## src/rtl/core/cors_pkg.sv

```systemverilog
// shared types and constants for the comment owner range search block
`timescale 1ns / 1ps

package cors_pkg;

    localparam int NODE_CAPACITY_DEF = 1024;
    localparam int NODE_IDX_W        = 10;
    localparam int NODE_COUNT_W      = 11;
    localparam int POS_W             = 32;
    localparam int CFG_DATA_W        = 11;
    localparam int CFG_IDX_W         = 1;

    // configuration register indexes
    localparam logic [CFG_IDX_W-1:0] CFG_NODE_COUNT = 1'd0;
    localparam logic [CFG_IDX_W-1:0] CFG_ROOT_NODE  = 1'd1;

    // input operation codes
    localparam logic FUNC_LOAD  = 1'b0;
    localparam logic FUNC_QUERY = 1'b1;

    // how the owner was found
    localparam logic [1:0] HOW_ENCLOSING = 2'd0;
    localparam logic [1:0] HOW_PRECEDING = 2'd1;
    localparam logic [1:0] HOW_FOLLOWING = 2'd2;
    localparam logic [1:0] HOW_ROOT      = 2'd3;

    typedef struct packed {
        logic                  func;
        logic [NODE_IDX_W-1:0] node_index;
        logic [POS_W-1:0]      range_first;
        logic [POS_W-1:0]      range_last;
        logic [POS_W-1:0]      comment_offset;
        logic [POS_W-1:0]      comment_length;
        logic                  comment_trailing;
    } t_in_item;

    typedef struct packed {
        logic [NODE_IDX_W-1:0] owner_idx;
        logic [1:0]            owner_how;
    } t_out_item;

    typedef enum logic [1:0] {
        ST_IDLE,
        ST_SCAN,
        ST_DRAIN,
        ST_FIN
    } t_state;

endpackage

```

## src/rtl/core/cors_scan.sv

```systemverilog
// scan datapath: compares each table entry against the query and keeps the best owners
`timescale 1ns / 1ps

module cors_scan
    import cors_pkg::*;
#(
    parameter int ADDR_W = 10
) (
    input  logic                  i_clk,
    input  logic                  i_rst_n,
    input  logic                  i_clear,
    input  logic                  i_issue,
    input  logic [ADDR_W-1:0]     i_issue_addr,
    input  logic [2*POS_W-1:0]    i_rdata,
    input  logic [POS_W-1:0]      i_offset,
    input  logic [POS_W-1:0]      i_cend,
    input  logic                  i_trailing,
    input  logic [NODE_IDX_W-1:0] i_root_node,
    output logic                  o_busy,
    output t_out_item             o_result
);

    // read return tracking
    logic              r_rd_vld;
    logic [ADDR_W-1:0] r_rd_idx;

    // compare stage
    logic              r_a_vld;
    logic [ADDR_W-1:0] r_a_idx;
    logic [POS_W-1:0]  r_a_start;
    logic [POS_W-1:0]  r_a_end;
    logic [POS_W-1:0]  r_a_span;
    logic              r_a_in;
    logic              r_a_bef;
    logic              r_a_aft;

    // best candidates
    logic              r_in_found;
    logic [ADDR_W-1:0] r_in_idx;
    logic [POS_W-1:0]  r_in_span;
    logic              r_bf_found;
    logic [ADDR_W-1:0] r_bf_idx;
    logic [POS_W-1:0]  r_bf_end;
    logic [POS_W-1:0]  r_bf_span;
    logic              r_af_found;
    logic [ADDR_W-1:0] r_af_idx;
    logic [POS_W-1:0]  r_af_start;
    logic [POS_W-1:0]  r_af_span;

    logic [POS_W-1:0] rd_start;
    logic [POS_W-1:0] rd_end;
    logic             rd_blank;
    logic             n_in_take;
    logic             n_bf_take;
    logic             n_af_take;

    assign rd_start = i_rdata[2*POS_W-1:POS_W];
    assign rd_end   = i_rdata[POS_W-1:0];
    assign rd_blank = (rd_start == '0) && (rd_end == '0);

    always_ff @(posedge i_clk) begin
        if (!i_rst_n) begin
            r_rd_vld <= 1'b0;
            r_a_vld  <= 1'b0;
        end else begin
            r_rd_vld <= i_issue;
            r_a_vld  <= r_rd_vld;
        end
        r_rd_idx  <= i_issue_addr;
        r_a_idx   <= r_rd_idx;
        r_a_start <= rd_start;
        r_a_end   <= rd_end;
        r_a_span  <= rd_end - rd_start;
        r_a_in    <= !rd_blank && (i_offset >= rd_start) && (i_offset < rd_end);
        r_a_bef   <= !rd_blank && (rd_end <= i_offset);
        r_a_aft   <= !rd_blank && (rd_start >= i_cend);
    end

    always_comb begin
        n_in_take = r_a_vld && r_a_in && (!r_in_found || (r_a_span < r_in_span));
        n_bf_take = r_a_vld && r_a_bef &&
                    (!r_bf_found || (r_a_end > r_bf_end) ||
                     ((r_a_end == r_bf_end) && (r_a_span < r_bf_span)));
        n_af_take = r_a_vld && r_a_aft &&
                    (!r_af_found || (r_a_start < r_af_start) ||
                     ((r_a_start == r_af_start) && (r_a_span < r_af_span)));
    end

    always_ff @(posedge i_clk) begin
        if (!i_rst_n || i_clear) begin
            r_in_found <= 1'b0;
            r_bf_found <= 1'b0;
            r_af_found <= 1'b0;
        end else begin
            if (n_in_take) begin
                r_in_found <= 1'b1;
            end
            if (n_bf_take) begin
                r_bf_found <= 1'b1;
            end
            if (n_af_take) begin
                r_af_found <= 1'b1;
            end
        end
        if (n_in_take) begin
            r_in_idx  <= r_a_idx;
            r_in_span <= r_a_span;
        end
        if (n_bf_take) begin
            r_bf_idx  <= r_a_idx;
            r_bf_end  <= r_a_end;
            r_bf_span <= r_a_span;
        end
        if (n_af_take) begin
            r_af_idx   <= r_a_idx;
            r_af_start <= r_a_start;
            r_af_span  <= r_a_span;
        end
    end

    assign o_busy = r_rd_vld || r_a_vld;

    always_comb begin
        priority if (r_in_found) begin
            o_result.owner_idx = NODE_IDX_W'(r_in_idx);
            o_result.owner_how = HOW_ENCLOSING;
        end else if (i_trailing && r_bf_found) begin
            o_result.owner_idx = NODE_IDX_W'(r_bf_idx);
            o_result.owner_how = HOW_PRECEDING;
        end else if (!i_trailing && r_af_found) begin
            o_result.owner_idx = NODE_IDX_W'(r_af_idx);
            o_result.owner_how = HOW_FOLLOWING;
        end else begin
            o_result.owner_idx = i_root_node;
            o_result.owner_how = HOW_ROOT;
        end
    end

endmodule

```

## config.mk

```make
export PLATFORM = sky130hd
export DESIGN_NAME = cors_scan
export DESIGN_NICKNAME = d
export VERILOG_FILES = /design/src/rtl/core/cors_pkg.sv /design/src/rtl/core/cors_scan.sv
export SDC_FILE = /design/constraint.sdc
export NUM_CORES = 1
export LEC_CHECK = 0
export ABC_AREA = 1
export BUFFER_PORTS_ARGS = -buffer_cell sky130_fd_sc_hd__buf_2
export CAP_MARGIN = 10
export CELL_PAD_IN_SITES_DETAIL_PLACEMENT = 0
export CELL_PAD_IN_SITES_GLOBAL_PLACEMENT = 1
export CORE_UTILIZATION = 35
export CTS_CLUSTER_DIAMETER = 50
export DETAILED_ROUTE_END_ITERATION = 7
export GPL_TIMING_DRIVEN = 0
export PLACE_DENSITY = 0.64
export SLEW_MARGIN = 20
export SYNTH_ARGS = -nofsm -noshare
export SYNTH_HDL_FRONTEND = slang
export SYNTH_SLANG_ARGS = --single-unit
```

## constraint.sdc

```tcl
create_clock -name i_clk -period 10.8 [get_ports i_clk]
set_clock_uncertainty 0.15 [all_clocks]
set_input_delay 3.24 -clock i_clk [delete_from_list [all_inputs] [get_ports i_clk]]
set_output_delay 3.24 -clock i_clk [all_outputs]
set_load 0.02 [all_outputs]
```

Word-level counts from Yosys, hierarchy flattened
Cells that the tools add are included.
{ "word_totals": {"input_bits": 153, "register_bits": 314} }
{ "op_classes": {"reduce_logical": 30, "add_sub_neg": 1, "eq_ne": 2, "magnitude_cmp": 9, "n_mux": 3} }
{ "ops": {"columns": ["op", "n"], "rows": [
  ["32-bit < comparator", 5],
  ["32-bit equality test", 2],
  ["32-bit >= comparator", 2],
  ["32-bit zero test", 2],
  ["12-bit two-way mux", 3],
  ["32-bit > comparator", 1],
  ["32-bit less-or-equal comparator", 1],
  ["32-bit subtractor", 1],
  ["1-bit logical AND", 15],
  ["1-bit logical OR", 7],
  ["1-bit zero test", 6]
]} }

Longest topological paths before layout
{ "logic_depth": {"word_depth": 5, "ltp_mapped": 17, "ltp_nobuf": 17} }

Worst setup path after synthesis
Ideal clock, no wire load.
{ "synth_timing": {"kind": "input to output", "startpoint": "input port i_trailing", "endpoint": "output port o_result[10] (netlist name)", "slack_ns": 3.090, "arrival_ns": 4.320, "stages": 6, "t_required_ns": 7.410, "path_cell_list": "nand2_1 -> inv_1 -> nor2_1 -> clkbuf_1 -> o21ai_0 -> o211ai_1"} }
{ "synth_lines": {"columns": ["item", "line_no", "rtl"], "rows": [
  ["from (decl)", "cors_scan.sv:17", "input logic i_trailing,"],
  ["to (decl)", "cors_scan.sv:20", "output t_out_item o_result"]
]} }

==> flow_metrics.tcl <==
set metrics [dict create \
    num_vias 12440 \
    critPathCapture "o_result[8]" \
    h-tree-depth 2 \
    ctsResizeCount 0 \
    r2r_start "r_af_start[7]" \
    root_buffer "clkbuf_16" \
    grt_usage 0.173 \
    hold_buffers 0 \
    worstRegToRegCells 13 \
    multi_input_area_um2 7700 \
    drtAntennaViolNets 0 \
    status "completed" \
    insertion_delay_ns 0.55 \
    clk_pin_slew_ns 0.05 \
    fmax_ghz 0.125 \
    start_kind "input port" \
    ys_seq_area_frac 0.478 \
    synth.mux.area_fraction 0 \
    die_w_um 223 \
    drc 0 \
    hold_viol_final 0 \
    crit_chain "buf_2 -> nand2_1 -> inv_1 -> nor2_1 -> clkbuf_1 -> o21ai_0 -> o211ai_1 -> buf_2" \
    finish.utilization 0.422 \
    use_met1 0.218 \
    powerDensity_nw_per_um2 159 \
    postCtsSetupBuffers 0 \
    critPathRequiredTime_ns 7.41 \
    cts_buffer_depth 3 \
    maxCapViolations 0 \
    drtIter0Drc 474 \
    final_cell_mix "inv_1 (333), nand2_1 (296), ha_1 (284)" \
    grtUsageMet3 0.0303 \
    crit_slowest_cell "clkbuf_1" \
    min_period_over_period 0.739 \
    synth_cells 1796 \
    routedWlPerCell_um 15.7 \
    dp_hpwl_um 34100 \
    firstDrtPassIters 6 \
    peakVddDrop_mv 0.0941 \
    ys.flop_type "edfxtp_1" \
    start_util 0.357 \
    cts_sinks 314 \
    setup_tns_ns 0 \
    nets 2448 \
    fin_ws_ns 2.82 \
    crit_fanout 10 \
    gp_congestion 0.856 \
    pre_cts_slack_ns 2.77 \
    slew_violations 0 \
    post-route-min-period_ns 7.98 \
    area_growth_pct 18.3 \
    grt_pass1_wl_um 66800 \
    p_leak_nw 9.65 \
    synth_fa_ha_area_frac 0.209 \
    ys_ff_latch 314 \
    die_area_um2 49900 \
    final_common_cell "inv_1" \
    fp.dieH_um 223 \
    synth_edf_count 190 \
    yosys_warnings 0 \
    core_area_um2 48000 \
    tightestPinTransition_ns 0.804 \
    relSlewSlack 0.460 \
    syn_avg_cell_area_um2 9.54 \
    grt_setup_unrepaired "false" \
    grt.busiest_layer "met2" \
    drive_gt1_frac 0.129 \
    synth-xor-area-share 0.0128 \
    yosys.area_share.simple 0.131 \
    fill_cells 4766 \
    setup_violations 0 \
    arrival_ns 4.59 \
    cts_tree "done" \
    async_flop_share 0 \
    groute.layer.met2.usage 0.304 \
    synth_compound_area_frac 0.0953 \
    synthDistinctLibCells 41 \
    io_pins 166 \
    avgViaCountPerCell 4.69 \
    wl_um 41600 \
    reg2reg_to "r_af_start[1]" \
    crit_start "i_trailing" \
    path_common_cell "buf_2" \
    crit_path_end_kind "primary output" \
    finalPower_mw 3.22 \
    first_global_vias 12643 \
    std_cell_rows 80 \
    grt_max_degree 50 \
    holdCritPathClass "register to register" \
    antenna_found_initial 2 \
    critical_path_class "input port to primary output" \
    register_area_um2 8190 \
    r2r_slack_ns 7.55 \
    syn-num-nets 2234 \
    cts_buffers 40 \
    critPathMaxStageDelay_ns 0.34 \
    portBuffers 165 \
    syn_area_um2 17100 \
    synth_top_family_by_area "adder cells" \
    grt_overflow 0 \
]
==> synth_stat cells (all sizes together) (16+ instances only) <==
cell	instances	area share
inv	334	0.073
nand2	299	0.066
ha	284	0.21
edfxtp	190	0.33
a21oi	174	0.051
dfxtp	124	0.14
nor2	117	0.026
o21ai	87	0.027
nand3	46	0.014
nand4	27	0.0099
xor2	20	0.010
nor3	16	0.0055
==> worst max-delay path: cells and delay by family <==
| kind | cells | cell delay, ns |
|---|---|---|
| and+or+nand+nor | 2 | 0.16 |
| AOI/OAI and AO/OA | 2 | 0.48 |
| buffers and inverters | 4 | 0.71 |
==> layer usage <==
layer  vias up  share of wire  wire (µm)
li1       6491              -          -
met5         -        0.00031         13
met2       169           0.49      20400
met3        53          0.034       1420
met1      5725           0.46      19000
met4         2          0.020        832
==> per-stage QoR <==
| step | cells | hold slack (ns) | cell area [µm²] |
|---|---|---|---|
| global route | 2655 | 0.181 | 20300 |
| CTS | 2654 | 0.177 | 20300 |
| global placement | 2576 | 0.161 | 18700 |
| floorplan | 1796 | 0.160 | 17100 |
| finish | 2655 | 0.175 | 20300 |
| detailed placement | 2583 | 0.162 | 19000 |
==> worst min path at each step <==
stage / from / to / slack [ns] / depth (start not counted)
after floorplan: r_rd_idx[0] / r_a_idx[0] / 0.16 / 0
after global placement: r_rd_idx[7] / r_a_idx[7] / 0.16 / 0
after detailed placement: r_rd_idx[1] / r_a_idx[1] / 0.16 / 0
after CTS: r_rd_idx[5] / r_a_idx[5] / 0.18 / 0
after global routing: r_rd_idx[1] / r_a_idx[1] / 0.18 / 0
final: r_rd_idx[2] / r_a_idx[2] / 0.17 / 0
==> state kept, by name (all words and copies together), names as in the netlist, 32 cells and up <==
| register | flops |
|---|---|
| r_bf_span | 32 |
| r_a_end | 32 |
| r_af_span | 32 |
| r_a_start | 32 |
| r_a_span | 32 |
| r_af_start | 32 |
| r_in_span | 32 |
| r_bf_end | 32 |
==> power by group <==
group | switching [mW] | internal, mW
Sequential | 0.0677 | 1.36
Combinational | 0.295 | 0.193
Clock | 0.510 | 0.799
Total | 0.873 | 2.35
==> final cells by class <==
class,instances,area share
Antenna cell,1,0.000123
Buffer,5,0.000925
Clock buffer,53,0.0564
Clock inverter,18,0.00870
Inverter,335,0.0621
Multi-Input combinational cell,1142,0.380
Sequential cell,314,0.404
Tap cell,615,0.0379
Timing Repair Buffer,172,0.0502
==> cells by family (layout without fill, tap and decap cells) <==
| kind of cell | count (synthesis) | after routing |
|---|---|---|
| compound gates | 300 | 300 |
| xor+xnor | 25 | 25 |
| simple gates | 532 | 532 |
| other cells | 0 | 1 |
| buf+inv | 340 | 583 |
| fa+ha+maj | 285 | 285 |
| flops | 314 | 314 |
Note: power is estimated with default switching activity, not from simulation.
